`config.mk`:
```
export PLATFORM = sky130hd
export DESIGN_NAME = text_command_to_mouse_events_unit
export DESIGN_NICKNAME = d
export VERILOG_FILES = /design/src/hdl/tcme_pkg.sv /design/src/hdl/text_command_to_mouse_events_unit.sv /design/src/hdl/tcme_front.sv /design/src/hdl/tcme_queue.sv /design/src/hdl/tcme_back.sv
export SDC_FILE = /design/constraint.sdc
export NUM_CORES = 1
export LEC_CHECK = 0
export BUFFER_PORTS_ARGS = -buffer_cell sky130_fd_sc_hd__clkbuf_2
export CAP_MARGIN = 25
export CORE_ASPECT_RATIO = 1.1
export CORE_MARGIN = 2
export CORE_UTILIZATION = 45
export CTS_CLUSTER_SIZE = 16
export DETAILED_ROUTE_END_ITERATION = 8
export PLACE_DENSITY = 0.7
export SLEW_MARGIN = 20
export SYNTH_ARGS = -nofsm -noshare
export SYNTH_HDL_FRONTEND = slang
export SYNTH_SLANG_ARGS = --single-unit
```
`constraint.sdc`:
```
create_clock -name clk -period 16.8 [get_ports clk]
set_input_delay 3.36 -clock clk [delete_from_list [all_inputs] [get_ports clk]]
set_output_delay 3.36 -clock clk [all_outputs]
set_load 0.01 [all_outputs]
```
`src/hdl/tcme_pkg.sv`:
```
package tcme_pkg;

  localparam int MAX_WRITE_BYTES = 16;
  localparam int POS_W = $clog2(MAX_WRITE_BYTES + 1);

  localparam int QDEPTH = 2;
  localparam int QPTR_W = (QDEPTH > 1) ? $clog2(QDEPTH) : 1;
  localparam int QCNT_W = $clog2(QDEPTH + 1);

  localparam int IN_TDATA_W = 8;
  localparam int OUT_TDATA_W = 32;
  localparam int OUT_TUSER_W = 3;
  localparam int STEP_W = 7;
  localparam logic [STEP_W-1:0] STEP_RESET = 7'd10;

  localparam logic [2:0] EV_MOVE_X = 3'd0;
  localparam logic [2:0] EV_MOVE_Y = 3'd1;
  localparam logic [2:0] EV_LEFT = 3'd2;
  localparam logic [2:0] EV_RIGHT = 3'd3;
  localparam logic [2:0] EV_SYNC = 3'd4;

  localparam logic [2:0] MODE_NONE = 3'd0;
  localparam logic [2:0] MODE_SEQ = 3'd1;
  localparam logic [2:0] MODE_X = 3'd2;
  localparam logic [2:0] MODE_Y = 3'd3;
  localparam logic [2:0] MODE_LCLICK = 3'd4;
  localparam logic [2:0] MODE_RCLICK = 3'd5;

  localparam logic [7:0] CH_UP_A = 8'h41;
  localparam logic [7:0] CH_UP_Z = 8'h5A;
  localparam logic [7:0] CH_CASE = 8'h20;
  localparam logic [7:0] CH_ZERO = 8'h30;
  localparam logic [7:0] CH_NINE = 8'h39;
  localparam logic [7:0] CH_MINUS = 8'h2D;
  localparam logic [7:0] CH_I = 8'h69;
  localparam logic [7:0] CH_X = 8'h78;
  localparam logic [7:0] CH_Y = 8'h79;
  localparam logic [7:0] CH_L = 8'h6C;
  localparam logic [7:0] CH_R = 8'h72;
  localparam logic [7:0] CH_U = 8'h75;
  localparam logic [7:0] CH_D = 8'h64;
  localparam logic [7:0] CH_Q = 8'h71;
  localparam logic [7:0] CH_UP_Q = 8'h51;
  localparam logic [7:0] CH_W = 8'h77;
  localparam logic [7:0] CH_UP_W = 8'h57;

  localparam logic [31:0] MAG_CAP = 32'h8000_0000;
  localparam logic [31:0] POS_MAX = 32'h7FFF_FFFF;

  typedef struct packed {
    logic [1:0] count;
    logic [2:0][2:0] kind;
    logic [2:0] level;
    logic [31:0] mag;
    logic neg;
  } evt_entry_t;

endpackage

```
`src/hdl/text_command_to_mouse_events_unit.sv`:
```
// A byte's first event passes the queue slot, the current-entry register and the output
// register. Throughput: one byte per cycle while each byte yields at most one event and
// the output does not stall; a byte's events (at most 3) share the single output register.
// A 2-entry queue between byte decoder and event sequencer absorbs output stalls.
// Reset (rst, synchronous): clears write state, queue and output; step_distance = 10.
module text_command_to_mouse_events_unit (
  input  logic clk,
  input  logic rst,
  input  logic s_axis_tvalid,
  output logic s_axis_tready,
  input  logic [tcme_pkg::IN_TDATA_W-1:0] s_axis_tdata, // [7:0] data_byte
  input  logic s_axis_tlast,                            // end_of_write
  output logic m_axis_tvalid,
  input  logic m_axis_tready,
  output logic [tcme_pkg::OUT_TDATA_W-1:0] m_axis_tdata, // [31:0] event_value
  output logic [tcme_pkg::OUT_TUSER_W-1:0] m_axis_tuser, // [2:0] event_kind
  output logic m_axis_tlast,                             // last_of_run
  input  logic cfg_valid,
  output logic cfg_ready,
  input  logic [tcme_pkg::STEP_W-1:0] cfg_data           // step_distance
);

  logic [tcme_pkg::STEP_W-1:0] step_distance;
  logic q_ready, q_valid, push, q_pop;
  tcme_pkg::evt_entry_t push_entry, q_entry;
  logic [2:0] ev_kind;
  logic [31:0] ev_value;

  assign cfg_ready = 1'b1;

  always_ff @(posedge clk) begin
    if (rst) begin
      step_distance <= tcme_pkg::STEP_RESET;
    end else if (cfg_valid) begin
      step_distance <= cfg_data;
    end
  end

  tcme_front u_front (
    .clk(clk),
    .rst(rst),
    .s_axis_tvalid(s_axis_tvalid),
    .s_axis_tready(s_axis_tready),
    .s_axis_tdata(s_axis_tdata),
    .s_axis_tlast(s_axis_tlast),
    .step_distance(step_distance),
    .q_ready(q_ready),
    .push(push),
    .push_entry(push_entry)
  );

  tcme_queue u_queue (
    .clk(clk),
    .rst(rst),
    .push(push),
    .push_entry(push_entry),
    .ready(q_ready),
    .valid(q_valid),
    .pop(q_pop),
    .pop_entry(q_entry)
  );

  tcme_back u_back (
    .clk(clk),
    .rst(rst),
    .q_valid(q_valid),
    .q_entry(q_entry),
    .q_pop(q_pop),
    .m_axis_tvalid(m_axis_tvalid),
    .m_axis_tready(m_axis_tready),
    .m_axis_tdata(m_axis_tdata),
    .m_axis_tuser(m_axis_tuser),
    .m_axis_tlast(m_axis_tlast)
  );

  assign ev_kind = m_axis_tuser;
  assign ev_value = m_axis_tdata;

  a_reset_clears_out: assert property (@(posedge clk) rst |=> !m_axis_tvalid)
    else $error("output valid right after reset");

  a_kind_range: assert property (@(posedge clk) disable iff (rst)
    m_axis_tvalid |-> ev_kind <= tcme_pkg::EV_SYNC)
    else $error("event kind out of range");

  a_sync_zero: assert property (@(posedge clk) disable iff (rst)
    (m_axis_tvalid && ev_kind == tcme_pkg::EV_SYNC) |-> ev_value == 32'd0)
    else $error("sync event with nonzero value");

  a_button_level: assert property (@(posedge clk) disable iff (rst)
    (m_axis_tvalid && (ev_kind == tcme_pkg::EV_LEFT || ev_kind == tcme_pkg::EV_RIGHT))
      |-> ev_value[31:1] == 31'd0)
    else $error("button event with level other than 0 or 1");

endmodule

```
`src/hdl/tcme_front.sv`:
```
module tcme_front (
  input  logic clk,
  input  logic rst,
  input  logic s_axis_tvalid,
  output logic s_axis_tready,
  input  logic [tcme_pkg::IN_TDATA_W-1:0] s_axis_tdata, // [7:0] data_byte
  input  logic s_axis_tlast,
  input  logic [tcme_pkg::STEP_W-1:0] step_distance,
  input  logic q_ready,
  output logic push,
  output tcme_pkg::evt_entry_t push_entry
);

  logic [tcme_pkg::POS_W-1:0] pos, pos_next;
  logic [2:0] mode, mode_next;
  logic stopped, stopped_next;
  logic neg, neg_next;
  logic [31:0] acc, acc_next;
  logic prev_sync, prev_sync_next;

  logic [7:0] c, lc;
  logic active, accept, is_digit;
  logic [35:0] prod;
  logic [1:0] cnt;
  logic [2:0] kinds [0:3];
  logic [2:0] lvls;
  logic [31:0] mag;
  logic mneg;

  assign s_axis_tready = q_ready;
  assign accept = s_axis_tvalid && q_ready;
  assign c = s_axis_tdata[7:0];
  assign lc = (c >= tcme_pkg::CH_UP_A && c <= tcme_pkg::CH_UP_Z) ? c + tcme_pkg::CH_CASE : c;
  assign active = pos < tcme_pkg::POS_W'(tcme_pkg::MAX_WRITE_BYTES);
  assign is_digit = c >= tcme_pkg::CH_ZERO && c <= tcme_pkg::CH_NINE;
  assign prod = {1'b0, acc, 3'b000} + {3'b000, acc, 1'b0} + {32'd0, c[3:0]};

  always_comb begin
    pos_next = pos;
    mode_next = mode;
    stopped_next = stopped;
    neg_next = neg;
    acc_next = acc;
    prev_sync_next = prev_sync;
    cnt = 2'd0;
    for (int i = 0; i < 4; i++) begin
      kinds[i] = tcme_pkg::EV_SYNC;
    end
    lvls = 3'b000;
    mag = 32'd0;
    mneg = 1'b0;
    if (active) begin
      pos_next = pos + tcme_pkg::POS_W'(1);
      if (pos == '0) begin
        prev_sync_next = 1'b0;
        unique case (lc)
          tcme_pkg::CH_I: mode_next = tcme_pkg::MODE_SEQ;
          tcme_pkg::CH_X: mode_next = tcme_pkg::MODE_X;
          tcme_pkg::CH_Y: mode_next = tcme_pkg::MODE_Y;
          tcme_pkg::CH_L: begin
            mode_next = tcme_pkg::MODE_LCLICK;
            kinds[0] = tcme_pkg::EV_LEFT;
            lvls[0] = 1'b1;
            kinds[1] = tcme_pkg::EV_LEFT;
            kinds[2] = tcme_pkg::EV_SYNC;
            cnt = 2'd3;
            prev_sync_next = 1'b1;
          end
          tcme_pkg::CH_R: begin
            mode_next = tcme_pkg::MODE_RCLICK;
            kinds[0] = tcme_pkg::EV_RIGHT;
            lvls[0] = 1'b1;
            kinds[1] = tcme_pkg::EV_RIGHT;
            cnt = 2'd2;
          end
          default: mode_next = tcme_pkg::MODE_NONE;
        endcase
      end else if (pos == tcme_pkg::POS_W'(1)) begin
        if (mode == tcme_pkg::MODE_LCLICK && c == tcme_pkg::CH_L) begin
          kinds[0] = tcme_pkg::EV_LEFT;
          lvls[0] = 1'b1;
          kinds[1] = tcme_pkg::EV_LEFT;
          cnt = 2'd2;
          prev_sync_next = 1'b0;
        end
      end else if (mode == tcme_pkg::MODE_SEQ) begin
        if (!stopped) begin
          cnt = 2'd2;
          prev_sync_next = 1'b1;
          kinds[1] = tcme_pkg::EV_SYNC;
          mag = {25'd0, step_distance};
          if (lc == tcme_pkg::CH_U) begin
            kinds[0] = tcme_pkg::EV_MOVE_Y;
            mneg = 1'b1;
          end else if (lc == tcme_pkg::CH_D) begin
            kinds[0] = tcme_pkg::EV_MOVE_Y;
          end else if (lc == tcme_pkg::CH_L) begin
            kinds[0] = tcme_pkg::EV_MOVE_X;
            mneg = 1'b1;
          end else if (lc == tcme_pkg::CH_R) begin
            kinds[0] = tcme_pkg::EV_MOVE_X;
          end else if (c == tcme_pkg::CH_Q) begin
            kinds[0] = tcme_pkg::EV_LEFT;
            lvls[0] = 1'b1;
          end else if (c == tcme_pkg::CH_UP_Q) begin
            kinds[0] = tcme_pkg::EV_LEFT;
          end else if (c == tcme_pkg::CH_W) begin
            kinds[0] = tcme_pkg::EV_RIGHT;
            lvls[0] = 1'b1;
          end else if (c == tcme_pkg::CH_UP_W) begin
            kinds[0] = tcme_pkg::EV_RIGHT;
          end else begin
            cnt = 2'd0;
            prev_sync_next = prev_sync;
            stopped_next = 1'b1;
          end
        end
      end else if (mode == tcme_pkg::MODE_X || mode == tcme_pkg::MODE_Y) begin
        if (pos == tcme_pkg::POS_W'(2) && c == tcme_pkg::CH_MINUS) begin
          neg_next = 1'b1;
        end else if (is_digit) begin
          acc_next = (prod > {4'd0, tcme_pkg::MAG_CAP}) ? tcme_pkg::MAG_CAP : prod[31:0];
        end
      end
    end
    if (s_axis_tlast) begin
      if ((mode_next == tcme_pkg::MODE_X || mode_next == tcme_pkg::MODE_Y) && pos != '0) begin
        kinds[cnt] = (mode_next == tcme_pkg::MODE_X) ? tcme_pkg::EV_MOVE_X
                                                     : tcme_pkg::EV_MOVE_Y;
        mag = acc_next;
        mneg = neg_next;
        cnt = cnt + 2'd1;
        prev_sync_next = 1'b0;
      end
      if (!prev_sync_next) begin
        kinds[cnt] = tcme_pkg::EV_SYNC;
        cnt = cnt + 2'd1;
      end
      pos_next = '0;
      mode_next = tcme_pkg::MODE_NONE;
      stopped_next = 1'b0;
      neg_next = 1'b0;
      acc_next = 32'd0;
      prev_sync_next = 1'b0;
    end
  end

  assign push = accept && cnt != 2'd0;

  always_comb begin
    push_entry.count = cnt;
    push_entry.kind[0] = kinds[0];
    push_entry.kind[1] = kinds[1];
    push_entry.kind[2] = kinds[2];
    push_entry.level = lvls;
    push_entry.mag = mag;
    push_entry.neg = mneg;
  end

  always_ff @(posedge clk) begin
    if (rst) begin
      pos <= '0;
      mode <= tcme_pkg::MODE_NONE;
      stopped <= 1'b0;
      neg <= 1'b0;
      acc <= 32'd0;
      prev_sync <= 1'b0;
    end else if (accept) begin
      pos <= pos_next;
      mode <= mode_next;
      stopped <= stopped_next;
      neg <= neg_next;
      acc <= acc_next;
      prev_sync <= prev_sync_next;
    end
  end

endmodule

```
`src/hdl/tcme_queue.sv`:
```
module tcme_queue (
  input  logic clk,
  input  logic rst,
  input  logic push,
  input  tcme_pkg::evt_entry_t push_entry,
  output logic ready,
  output logic valid,
  input  logic pop,
  output tcme_pkg::evt_entry_t pop_entry
);

  tcme_pkg::evt_entry_t slots [0:tcme_pkg::QDEPTH-1];
  logic [tcme_pkg::QPTR_W-1:0] wr_ptr, rd_ptr;
  logic [tcme_pkg::QCNT_W-1:0] count;
  logic do_push, do_pop;

  assign ready = count != tcme_pkg::QCNT_W'(tcme_pkg::QDEPTH);
  assign valid = count != '0;
  assign do_push = push && ready;
  assign do_pop = pop && valid;
  assign pop_entry = slots[rd_ptr];

  always_ff @(posedge clk) begin
    if (do_push) begin
      slots[wr_ptr] <= push_entry;
    end
  end

  always_ff @(posedge clk) begin
    if (rst) begin
      wr_ptr <= '0;
      rd_ptr <= '0;
      count <= '0;
    end else begin
      if (do_push) begin
        wr_ptr <= (wr_ptr == tcme_pkg::QPTR_W'(tcme_pkg::QDEPTH - 1)) ? '0
                  : wr_ptr + tcme_pkg::QPTR_W'(1);
      end
      if (do_pop) begin
        rd_ptr <= (rd_ptr == tcme_pkg::QPTR_W'(tcme_pkg::QDEPTH - 1)) ? '0
                  : rd_ptr + tcme_pkg::QPTR_W'(1);
      end
      if (do_push && !do_pop) begin
        count <= count + tcme_pkg::QCNT_W'(1);
      end else if (do_pop && !do_push) begin
        count <= count - tcme_pkg::QCNT_W'(1);
      end
    end
  end

endmodule

```
`src/hdl/tcme_back.sv`:
```
module tcme_back (
  input  logic clk,
  input  logic rst,
  input  logic q_valid,
  input  tcme_pkg::evt_entry_t q_entry,
  output logic q_pop,
  output logic m_axis_tvalid,
  input  logic m_axis_tready,
  output logic [tcme_pkg::OUT_TDATA_W-1:0] m_axis_tdata, // [31:0] event_value
  output logic [tcme_pkg::OUT_TUSER_W-1:0] m_axis_tuser, // [2:0] event_kind
  output logic m_axis_tlast
);

  tcme_pkg::evt_entry_t cur;
  logic cur_valid;
  logic [1:0] idx;
  logic out_free, fire, finish;
  logic [2:0] kind, out_kind;
  logic [31:0] value, out_value;
  logic out_last;

  assign out_free = !m_axis_tvalid || m_axis_tready;
  assign fire = cur_valid && out_free;
  assign finish = fire && (idx == cur.count - 2'd1);
  assign q_pop = q_valid && (!cur_valid || finish);
  assign kind = cur.kind[idx];

  always_comb begin
    unique case (kind)
      tcme_pkg::EV_MOVE_X, tcme_pkg::EV_MOVE_Y: begin
        if (cur.neg) begin
          value = 32'd0 - cur.mag;
        end else begin
          value = cur.mag[31] ? tcme_pkg::POS_MAX : cur.mag;
        end
      end
      tcme_pkg::EV_LEFT, tcme_pkg::EV_RIGHT: value = {31'd0, cur.level[idx]};
      default: value = 32'd0;
    endcase
  end

  always_ff @(posedge clk) begin
    if (q_pop) begin
      cur <= q_entry;
    end
    if (fire) begin
      out_kind <= kind;
      out_value <= value;
      out_last <= idx == cur.count - 2'd1;
    end
  end

  always_ff @(posedge clk) begin
    if (rst) begin
      cur_valid <= 1'b0;
      idx <= 2'd0;
      m_axis_tvalid <= 1'b0;
    end else begin
      if (q_pop) begin
        cur_valid <= 1'b1;
        idx <= 2'd0;
      end else if (finish) begin
        cur_valid <= 1'b0;
      end else if (fire) begin
        idx <= idx + 2'd1;
      end
      if (fire) begin
        m_axis_tvalid <= 1'b1;
      end else if (m_axis_tready) begin
        m_axis_tvalid <= 1'b0;
      end
    end
  end

  assign m_axis_tdata = out_value;
  assign m_axis_tuser = out_kind;
  assign m_axis_tlast = out_last;

endmodule

```
## Word-level counts from Yosys, hierarchy flattened

Memory sizes are Yosys's and may differ from the RTL's. A register that Yosys moved wholly into a read port is not among the register bits.
Index checks and enable logic that the tools add are counted.

- Bits in registers: 97
- Bits in writable memories: 90
- Output and inout bits: 39
- Memories kept: 1

- Eq/ne operators: 28
- Reduce and logical (&&, ||, !) cells: 41
- Multiplexer cells: 146
- Magnitude comparators: 11
- Add/sub/neg operators: 13
- Bitwise logic cells: 6

Memory list:

| memory | words | width | rd ports | clocked after Yosys merged registers in | wr ports | RTL line | RTL |
|---|---|---|---|---|---|---|---|
| u_queue.slots | 2 | 45 | 1 | 1 | 1 | tcme_queue.sv:12 | `tcme_pkg::evt_entry_t slots [0:tcme_pkg::QDEPTH-1];` |

Operator list:

| cell | count |
|---|---|
| $mux W32 | 16 |
| $eq A8 B7 Y1 const B | 12 |
| $mux W1 | 72 |
| $pmux W32 S2 | 1 |
| $mux W12 | 4 |
| $mux W3 | 14 |
| $mux W2 | 20 |
| $add A35 B33 Y36 | 1 |
| $add A36 B4 Y36 | 1 |
| $gt A36 B32 Y1 const B | 1 |
| $sub A1 B32 Y32 const A | 1 |
| $mux W31 | 1 |
| $mux W6 | 5 |
| $eq A3 B2 Y1 const B | 6 |
| $logic_and A1 B1 Y1 | 16 |
| $pmux W3 S5 | 1 |
| $reduce_bool A2 Y1 | 7 |
| $bwmux W12 | 1 |
| $demux W3 S2 | 2 |
| $pmux W6 S2 | 1 |
| $mux W5 | 2 |
| $mux W9 | 1 |
| $add A2 B1 Y2 const B | 4 |
| $add A8 B6 Y8 const B | 1 |
| other kinds (36) | 54 |

## Logic depth before layout (Yosys ltp)

Gate-level depths: netlist (run 1).

- Word-level depth: 27
- Depth in mapped cells: 20
- Gate-level depth less buffers: 20

## Cells and area by module

A second synthesis (run 1) with hierarchy kept.

- Cells, all modules: 1232
- Area total of the unflattened synthesis: 13638.1 um2

Modules (own cells, without submodules):

| module | cells each | instances | area each (um2) |
|---|---|---|---|
| tcme_front | 740 | 1 | 5730.5 |
| tcme_back | 298 | 1 | 4027.6 |
| tcme_queue | 170 | 1 | 3618.5 |
| text_command_to_mouse_events_unit | 24 | 1 | 261.5 |

## Least setup slack after synthesis (run 1)

Ideal clock, no wire load.

- Path kind: input to register
- From: in s_axis_tdata[5] (netlist name)
- To: mem u_queue.slots[0][0] (netlist name), enable pin
- Buffers on the path: 0
- Arrival: 8.838 ns
- Path slack: 7.463 ns
- Stages: 15
- Cell sequence: inv_1 ha_1 nor3_1 o211ai_1 o21a_1 o21ai_1 nor2b_1 o21a_1 inv_1 ha_1 a21oi_1 ha_1 inv_1 a221oi_1 nor3_1

- Cells in the longest elaborated chain, start to end: 25

RTL lines:

| what | RTL line | RTL |
|---|---|---|
| start, declared | text_command_to_mouse_events_unit.sv:11 | `input logic [tcme_pkg::IN_TDATA_W-1:0] s_axis_tdata,` |
| branches (longest 19 deep; another with $ge A8 B7 Y1) | n/a |  |
| $mux W2 * | tcme_front.sv:126 | `if (s_axis_tlast) begin` |
| $reduce_bool A2 Y1 * | tcme_front.sv:148 | `assign push = accept && cnt != 2'd0;` |
| $logic_and A1 B1 Y1 * | tcme_front.sv:148 |  |
| $logic_and A1 B1 Y1 * | tcme_queue.sv:19 | `assign do_push = push && ready;` |
| $mux W1 * | tcme_queue.sv:24 | `if (do_push) begin` |
| $mux W1 (implied by the code) * | tcme_queue.sv:25 | `slots[wr_ptr] <= push_entry;` |
| end, declared | tcme_queue.sv:12 |  |

Every way passes the cells marked *. The select of a mux whose other input is x is not followed.

## Worst setup path after layout (run 1)

- From: in s_axis_tdata[5] (netlist name)
- To: reg u_queue.count[1] (netlist name)

- Cells in the longest elaborated chain, start to end: 26

RTL lines:

| what | RTL line | RTL |
|---|---|---|
| branches (longest 19 deep; another with $ge A8 B7 Y1) | n/a |  |
| $mux W2 * | tcme_front.sv:126 |  |
| $reduce_bool A2 Y1 * | tcme_front.sv:148 |  |
| $logic_and A1 B1 Y1 * | tcme_front.sv:148 |  |
| $logic_and A1 B1 Y1 * | tcme_queue.sv:19 |  |
| via u_queue.do_push | tcme_queue.sv:15 | `logic do_push, do_pop;` |
| $logic_not A1 Y1 | tcme_queue.sv:45 | `end else if (do_pop && !do_push) begin` |
| $logic_and A1 B1 Y1 | tcme_queue.sv:45 |  |
| $reduce_bool A2 Y1 (no source line) | n/a |  |
| end signal, assigned | tcme_queue.sv:44 | `count <= count + tcme_pkg::QCNT_W'(1);` |
| end signal, assigned | tcme_queue.sv:46 | `count <= count - tcme_pkg::QCNT_W'(1);` |
| end, declared | tcme_queue.sv:14 | `logic [tcme_pkg::QCNT_W-1:0] count;` |

Mark *: on every way through the listed nets, which the timed path passes. The select of a mux whose other input is x is not followed.
A chain may end at the register's enable or synchronous reset.

==> metrics, run 1 <==
leading cell type in the layout, fill and taps excluded=edfxtp_1; DR iter-0 viols=approximately 740; PostCTS Resize Cnt=0; M2 GR Usage=30.6%; Slew Viols, Final=0; top_reg_cell synth=edfxtp_1; post-CTS setup buffer count=0; synthesized area=about 0.012 sq mm; FF-to-FF setup slack=between 10 and 15 ns; pre-CTS worst setup slack=a little over 9 ns; final worst slack=between 9 and 10 ns; Distinct cells, synth=75; maxcap violations=0; total wire length=~27 mm; routability cong.=roughly 0.92; critical path class=in2reg; Async SR Flop Fraction=0%; clock-pin slew on the worst setup and hold paths=~0.060 ns; switch share=~30%; Final Util=approximately half; DR vias=roughly 9100; IO Count=60; pwr dens=between 100 and 150 mW/mm^2; Final HPWL DP=roughly 20 mm; maximum vdd drop=0.0000850 V; drt via density=approximately 5.8; CTS tree=done; Chip Height=roughly 180 um; Hold WS=0.499 ns; Ys Warns=0; commonest non-fill, non-tap cells in the layout=edfxtp_1, nor2_1, nand2_1, a21oi_1, ha_1; vias in the first global route=8509; critical path arrival=7.62 ns; clock latency on the worst-skew pair=around 0.52 ns; GRT overflow=0; Worst Reg-to-Reg Cells=11; fmax=0.139 GHz; Hold Crit Class=reg2reg; row count=between 60 and 70; clock period minus worst slack=approximately 7.2 ns; Gate power share=a little over a fifth; met3 Usage GRT=approximately 2.0%; antenna violations before repair=0; critical path launch point=s_axis_tdata[5]; Layout area overhead=11.4%; DRC=0; Crit path required time=17.24 ns; Ant. Diodes=0; status=complete, no violations; antenna viol nets, final=0; largest area contributor in the netlist=edfxtp_1; I/O Buffers=58; GRT Total Usage=about a fifth; register area share after synthesis=50.3%; largest net degree at the start of global routing=49; final period utilization=between 40% and 50%; total core area=0.0270 sq mm; Sequential Power Share=between 40% and 50%; RSZ-0062 raised after global routing=no; layout filler cell count=approximately 2400; Longest Clk Path Bufs=3; Mean Syn Cell Area=approximately 11 sq um; Critical Path Fanout Max=7; Leak=between 5 and 6 nW; crit end category=flip-flop; Starting Density=between 40% and 50%; first-pass GRT wire length=44.0 mm; final hold violation count=0; Root Buffer=clkbuf_16; Final setup viols=0; critical path capture point=u_queue.count[1]; setup TNS=0 ns; Sw Pwr=~500 uW; clock network power share=30.3%; nets=1282; RR Endpoint=u_queue.slots[1][29]; Reg-to-Reg Start=u_front.acc[0]; post-synth top area share=about two fifths; Syn Inst Count=1151; H-tree levels=1; synthesized net count=1251; M1 GR Usage=26.8%; share of cells above drive strength 1=about 14%; die area=about 0.029 sq mm; CP startpoint kind=input port; relative slew slack=30.7%; Least-Margin Pin Slew=a little over 1 ns; cts hold-fix bufs=0; GR peak layer=met2; Power Internal=approximately 1.2 mW; EDFF count, synth=between 150 and 200; die width=about 160 um; mean routed wirelength per cell=about 17 um; number of clock sinks=between 200 and 250; Detailed Routing Iterations Pass 1=5; synth top area cells=edfxtp_1, dfxtp_1, ha_1; Yosys reg bits=226; Worst Clk Skew=roughly 0.024 ns; CTS Buf Count=24
metal layers:
metal | vias to the layer above | wire length (um)
met5 | - | 0
met4 | 0 | 573
met3 | 41 | 1270
met2 | 255 | 12500
met1 | 4337 | 12800
li1 | 4447 | -
worst min-delay path by stage:
| stage | startpoint | end | slack, ns | depth (start not counted) |
|---|---|---|---|---|
| finish | u_front.stopped | u_front.stopped | 0.50 | 1 |
| global route | u_front.stopped | u_front.stopped | 0.53 | 1 |
| CTS | u_front.stopped | u_front.stopped | 0.49 | 1 |
| detailed placement | u_front.stopped | u_front.stopped | 0.47 | 1 |
| global placement | u_front.stopped | u_front.stopped | 0.46 | 1 |
| floorplan | u_front.stopped | u_front.stopped | 0.44 | 1 |
cells in the mapped netlist, types with 5 or more instances:
library cell / n
xor2_1: 21
dfxtp_1: 58
o21ai_0: 39
nand2_1: 92
a32o_1: 34
nor2_1: 110
or3_1: 13
a21o_1: 11
a211oi_1: 11
o211ai_1: 5
o21ai_1: 15
and2_1: 5
a211o_1: 7
nor3_1: 36
a311oi_1: 15
a21oi_1: 78
nor2b_1: 16
o21bai_1: 5
nand4_1: 14
edfxtp_1: 168
xnor2_1: 17
nand3_1: 14
and3_1: 6
o21a_1: 9
o22ai_1: 8
a31oi_1: 6
buf_2: 10
inv_1: 24
nor4_1: 5
mux2_2: 44
mux2i_1: 10
clkbuf_1: 49
a22oi_1: 12
nand2b_1: 14
o31ai_1: 21
ha_1: 77
critical path, cell delays in order:
cell	delay [ns]
clkbuf_2	0.15
inv_1	0.06
ha_1	0.28
nor3_1	0.21
o211ai_1	0.15
o21a_1	0.27
o21ai_1	0.33
nor2b_1	0.18
o21a_1	0.25
inv_1	0.12
ha_1	0.29
a21oi_1	0.24
ha_1	0.17
inv_1	0.06
a221oi_1	0.59
nor2_1	0.09
ha_1	0.33
or3_1	0.35
a21oi_1	0.13
state kept, by name, summed over array words and instances, names as in the netlist, 2 cells and up:
signal,count
u_queue.slots,88
u_front.mode,3
step_distance,7
u_queue.count,2
u_back.m_axis_tdata,32
u_back.idx,2
u_front.acc,32
u_back.m_axis_tuser,3
u_front.pos,5
u_back.cur,44
per-stage QoR:
step	area (sq um)	total power, mW	instances
2_1_floorplan	12300	1.08	1151
3_3_place_gp	12900	1.18	1511
3_5_place_dp	13000	1.20	1512
4_1_cts	13700	1.71	1556
5_1_grt	13700	1.79	1557
6_report	13700	1.70	1557
cell type report:
type                            count  area (sq um)  share of cell area [%]
Clock inverter                      8           108                   0.783
Inverter                           24          90.1                   0.655
Timing Repair Buffer               69           385                    2.80
Tap cell                          357           447                    3.25
Sequential cell                   226          6210                    45.2
Multi-Input combinational cell    837          5830                    42.4
Clock buffer                       36           676                    4.91
cells by family (layout without fill, tap and decap cells):
family / Yosys count / in the layout / share of synthesized area, %
flops: 226 / 226 / 50.3
simple gates: 359 / 359 / 14.2
fa+ha+maj: 79 / 79 / 8.13
buf+inv: 88 / 137 / 2.81
other cells: 1 / 1 / 0.0304
mux: 54 / 54 / 4.82
compound gates: 306 / 306 / 17.1
xor+xnor: 38 / 38 / 2.70
power by group through the flow:
stage,registers (mW),logic (mW),clock network (mW)
after CTS,0.822,0.365,0.525
after global placement,0.841,0.339,0
after floorplan,0.825,0.257,0
after global routing,0.835,0.403,0.552
after detailed placement,0.834,0.362,0
final,0.822,0.360,0.515
Note: power is estimated with default switching activity, not from simulation.
==> run 2: changes to the inputs <==
ABC_AREA = 1   (was not set)
PLACE_DENSITY = 0.69   (was 0.7)
clock period = 6.85 ns   (was 16.8 ns; I/O delays follow)
==> metrics, run 2 <==
status=complete, no violations; I/O Buffers=58; largest net degree at the start of global routing=52; Power Internal=about 2.9 mW; Root Buffer=clkbuf_16; fmax=0.204 GHz; pwr dens=about 300 mW/mm^2; pre-CTS worst setup slack=1.44 ns; Leak=~6.2 nW; maximum vdd drop=about 0.00029 V; Reg-to-Reg Start=u_front.pos[0]; Final Util=approximately half; vias in the first global route=slightly above 10000; Critical Path Fanout Max=44; IO Count=60; die area=slightly above 0.03 sq mm; FF-to-FF setup slack=approximately 2.7 ns; complex-gate fraction of the synthesized area=a little under an eighth; Chip Height=183 um; Distinct cells, synth=52; Final HPWL DP=between 20 and 25 mm; Worst Clk Skew=about 0.025 ns; Gate power share=roughly a quarter; critical path class=in2reg; CP dominant cell by count=nand2_1; clock-pin slew on the worst setup and hold paths=0.06 ns; first-pass GRT wire length=about 50 mm; clock period minus worst slack=just under 5 ns; share of cells above drive strength 1=under 10%; Syn Inst Count=between 1500 and 2000; Final setup viols=0; largest family of logic cells by synthesized area=simple AND/OR/NAND/NOR gates; EDFF count, synth=approximately 170; total wire length=slightly above 30 mm; synthesized net count=around 1700; antenna viol nets, final=0; final period utilization=71.7%; Post-Synth Simple-Gate Area=25.3%; CP startpoint kind=input port; DR vias=10726; Mean Syn Cell Area=a little over 8 sq um; Crit path required time=about 7.0 ns; top flop regs=u_queue.slots x88, u_back.cur x44; synth top area cells=edfxtp_1, nand2_1, dfxtp_1; Sw Pwr=1.45 mW; row count=65; Ys Warns=0; leading cell type in the layout, fill and taps excluded=nand2_1; final hold violation count=0; Ant. Diodes=0; clock latency on the worst-skew pair=roughly 0.52 ns; largest area contributor in the netlist=edfxtp_1; max reg flops=just under 90; drt via density=about 5.3; post-CTS setup buffer count=0; crit-path cells=clkbuf_2, inv_2, ha_1, a21o_1, nand3_1, nand3_1, nor2_2, nand2_1, nand3_1, nand2_1, a21oi_2, inv_1, ha_1, a21oi_1, ha_1, inv_1, nand2_1, nand3_1, nand2_1, nand2_1, nand2_1, nor2_4, buf_4; commonest non-fill, non-tap cells in the layout=nand2_1, edfxtp_1, inv_1, nor2_1, a21oi_1; layout filler cell count=roughly 2700; switch share=33.1%; Power Total=approximately 4.4 mW; GRT overflow=0; Worst Min Path Start=u_queue.count[1]; Layout area overhead=10.4%; maxcap violations=0; routability cong.=between 0.9 and 1; DRC=0; antenna violations before repair=0; Worst Reg-to-Reg Cells=18; synthesized area=~0.013 sq mm; Most flops, register=u_queue.slots; mean routed wirelength per cell=about 15 um; adder-cell share of the synthesized area=around 7.7%; register area share after synthesis=47.6%; RR Endpoint=u_queue.slots[0][21]; hold depth=2; Sequential Power Share=between 40% and 50%; Hold Path End=u_queue.count[1]; crit end category=flip-flop; Hold WS=between 0.4 and 0.5 ns; most instantiated library cell after synthesis=nand2_1; Slew Viols, Final=0; DR iter-0 viols=approximately 940; highest cell delay on the worst timing path=~0.47 ns; Synth Area in XOR/XNOR=1.41%; die width=166 um; Hold Crit Class=reg2reg; PostCTS Resize Cnt=0; CTS tree=done; GRT Total Usage=approximately 20%; post-synth top area share=38.7%; Longest Clk Path Bufs=3; CP max-delay cell=buf_4; top_reg_cell synth=edfxtp_1; number of clock sinks=around 230; Yosys reg bits=226; most instantiated cells after synthesis=nand2_1, edfxtp_1, inv_1, nor2_1, a21oi_1; Least-Margin Pin Slew=approximately 0.98 ns; Starting Density=a little under half; post-synthesis mux area share=0%; cts hold-fix bufs=0; RSZ-0062 raised after global routing=no; relative slew slack=34.4%; Detailed Routing Iterations Pass 1=5; H-tree levels=1; nets=1744; final worst slack=1.94 ns; CTS Buf Count=23; total core area=around 0.029 sq mm; critical path arrival=5.05 ns; clock network power share=between 20% and 30%; setup TNS=0 ns; Async SR Flop Fraction=0%
-- run 2: power groups by stage --
| stage | Clock [mW] | Sequential (mW) | Combinational [mW] |
|---|---|---|---|
| after floorplan | 0 | 2.11 | 0.735 |
| after global routing | 1.28 | 2.10 | 1.27 |
| after global placement | 0 | 2.08 | 1.08 |
| after CTS | 1.23 | 2.06 | 1.12 |
| after detailed placement | 0 | 2.09 | 1.11 |
| final | 1.21 | 2.06 | 1.11 |
-- run 2: critical path: cells and delay by family --
family	cells	cell delay [ns]
buf+inv	5	0.87
compound gates	3	0.63
simple gates	12	1.29
fa+ha+maj	3	0.86
-- run 2: layout make-up --
type | count | area [sq um] | share of cell area [%]
clock buffer | 26 | 587 | 4.08
clock inverter | 15 | 129 | 0.895
inverter | 166 | 623 | 4.33
multi-input combinational | 1160 | 6030 | 41.9
sequential | 226 | 6210 | 43.1
tap | 368 | 460 | 3.20
timing repair buffer | 67 | 358 | 2.49
-- run 2: worst max-delay path by stage --
stage	from	to	slack [ns]	cells after the start
floorplan	s_axis_tdata[5]	u_queue.slots[0][0]	0.72	23
global placement	s_axis_tdata[5]	u_queue.slots[0][22]	1.57	23
detailed placement	s_axis_tdata[5]	u_queue.slots[0][22]	1.44	25
CTS	s_axis_tdata[5]	u_queue.slots[0][21]	1.97	25
global route	s_axis_tdata[5]	u_queue.slots[0][21]	1.52	27
finish	s_axis_tdata[5]	u_queue.slots[0][21]	1.94	23
-- run 2: per-layer routing --
metal | track usage, % | up-vias | wire length (um)
met5 | 0 | - | 0
met4 | 6.00 | 0 | 823
met3 | 2.10 | 52 | 1620
met2 | 33.4 | 297 | 14100
met1 | 28.4 | 4933 | 14500
li1 | - | 5444 | -
-- run 2: logic make-up (layout without fill, tap and decap cells) --
kind of cell | Yosys count | count (layout)
and+or+nand+nor | 793 | 793
adders and majority gates | 79 | 79
buffers and inverters | 210 | 274
other | 1 | 1
xor gates and xnor gates | 21 | 21
AOI/OAI and AO/OA | 266 | 266
DFF | 226 | 226
-- run 2: through the flow --
step                cells  area (sq um)
floorplan            1596         13000
global placement     1987         13700
detailed placement   1987         13700
CTS                  2028         14400
global route         2028         14400
finish               2028         14400
==> run 3: changes to the inputs <==
PLACE_DENSITY = 0.72   (was 0.69)
clock period = 4.35 ns   (was 6.85 ns; I/O delays follow)
==> metrics, run 3 (synthesis results as in run 2) <==
pwr dens=roughly 480 mW/mm^2; RSZ-0062 raised after global routing=no; critical path launch point=s_axis_tdata[3]; cts hold-fix bufs=0; DR vias=between 10000 and 15000; final period utilization=between 90% and 100%; DRC=0; CP startpoint kind=input port; pre-CTS worst setup slack=-0.112 ns; number of clock sinks=approximately 230; multi-input logic area=slightly above 0.006 sq mm; IO Count=60; drt via density=roughly 5.3; Final Util=between 50% and 60%; PostCTS Resize Cnt=0; Longest Clk Path Bufs=3; CTS Buf Count=24; relative slew slack=about a third; Least-Margin Pin Slew=about 1.0 ns; Worst Reg-to-Reg Cells=20; GRT Total Usage=20.3%; final hold violation count=0; row count=65; H-tree levels=1; Final setup viols=0; Hold Crit Class=reg2reg; routability cong.=~0.95; nets=between 1500 and 2000; leading cell type in the layout, fill and taps excluded=nand2_1; layout filler cell count=2659; RR Endpoint=u_queue.slots[1][11]; share of cells above drive strength 1=about an eighth; Chip Height=~180 um; top flop regs=u_queue.slots x88, u_back.cur x44; Layout area overhead=14.7%; Crit path required time=about 4.7 ns; critical path arrival=around 4.3 ns; Final HPWL DP=around 24 mm; vias in the first global route=between 10000 and 15000; Slew Viols, Final=0; FF+latch area=a little over 0.006 sq mm; post-CTS setup buffer count=0; die area=0.0304 sq mm; max reg flops=88; GRT overflow=0; Ant. Diodes=0; clock period minus worst slack=~4 ns; critical path capture point=u_queue.slots[1][11]; antenna viol nets, final=0; Reg-to-Reg Start=u_front.acc[2]; final worst slack=between 0.3 and 0.4 ns; Critical Path Fanout Max=6; critical path class=in2reg; fmax=between 0.2 and 0.3 GHz; Leak=between 6 and 7 nW; Final Cell Area=between 0.01 and 0.015 sq mm; Most flops, register=u_queue.slots; maxcap violations=0; total core area=0.0286 sq mm; crit end category=flip-flop; I/O Buffers=58; antenna violations before repair=0; Root Buffer=clkbuf_16; FF-to-FF setup slack=0.50 ns; clock latency on the worst-skew pair=around 0.52 ns; Worst Clk Skew=between 0.015 and 0.02 ns; Detailed Routing Iterations Pass 1=6; mean routed wirelength per cell=15.0 um; total wire length=between 30 and 40 mm; CTS tree=done; DR iter-0 viols=approximately 1000; Starting Density=between 40% and 50%; largest net degree at the start of global routing=47; area post-placement=~0.014 sq mm; status=complete, no violations; clock-pin slew on the worst setup and hold paths=about 0.06 ns; commonest non-fill, non-tap cells in the layout=nand2_1, edfxtp_1, inv_1, nor2_1, a21oi_1; maximum vdd drop=between 0.0003 and 0.0004 V; die width=~170 um; first-pass GRT wire length=around 50 mm
[run 3: per-layer routing]
| layer | wire, um | GRT usage [%] |
|---|---|---|
| met5 | 0 | 0 |
| met3 | 1690 | 2.21 |
| met2 | 14600 | 35.2 |
| met1 | 14100 | 27.2 |
| met4 | 703 | 5.34 |
[run 3: worst max-delay path, cell delays in order]
cell      delay (ns)
clkbuf_2        0.15
inv_2           0.08
fa_1            0.60
inv_1           0.06
ha_1            0.29
nand3_1         0.08
nand2_1         0.11
nand2_1         0.08
nand2_1         0.10
nand3_1         0.09
nand2_1         0.16
a21oi_1         0.21
xor2_1          0.28
nand3_1         0.12
nor2_1          0.13
buf_4           0.12
nand4_2         0.12
nand2_4         0.15
buf_4           0.18
nand2_2         0.06
a21oi_1         0.25
[run 3: per-stage QoR]
step | hold WS (ns) | setup TNS (ns) | power [mW] | cells
final | 0.479 | 0 | 7.18 | 2076
after global routing | 0.492 | 0 | 7.60 | 2076
after CTS | 0.477 | 0 | 7.22 | 2076
after detailed placement | 0.461 | -3.09 | 5.08 | 2032
after global placement | 0.451 | -0.0259 | 5.01 | 2032
after floorplan | 0.429 | -0.0939 | 4.49 | 1596
[run 3: area by class of cell]
cell class / instances / area share, %
clock buffers: 35 / 4.77
clock inverters: 9 / 0.895
inverters: 166 / 4.30
multi-input cells: 1160 / 40.5
flip-flops and latches: 226 / 41.5
well taps: 368 / 3.08
repair buffers: 112 / 5.00
[run 3: worst min path at each step]
stage | end | cells past startpoint | from
CTS | step_distance[3] | 2 | step_distance[3]
floorplan | step_distance[1] | 2 | step_distance[1]
global route | step_distance[3] | 2 | step_distance[3]
detailed placement | step_distance[3] | 2 | step_distance[3]
global placement | step_distance[3] | 2 | step_distance[3]
finish | step_distance[3] | 2 | step_distance[3]
[run 3: report_power, final]
part,internal (mW),total (mW),switching [mW]
combinational,0.540,1.79,1.25
sequential,3.02,3.25,0.227
clock,1.32,2.14,0.822
total,4.88,7.18,2.30
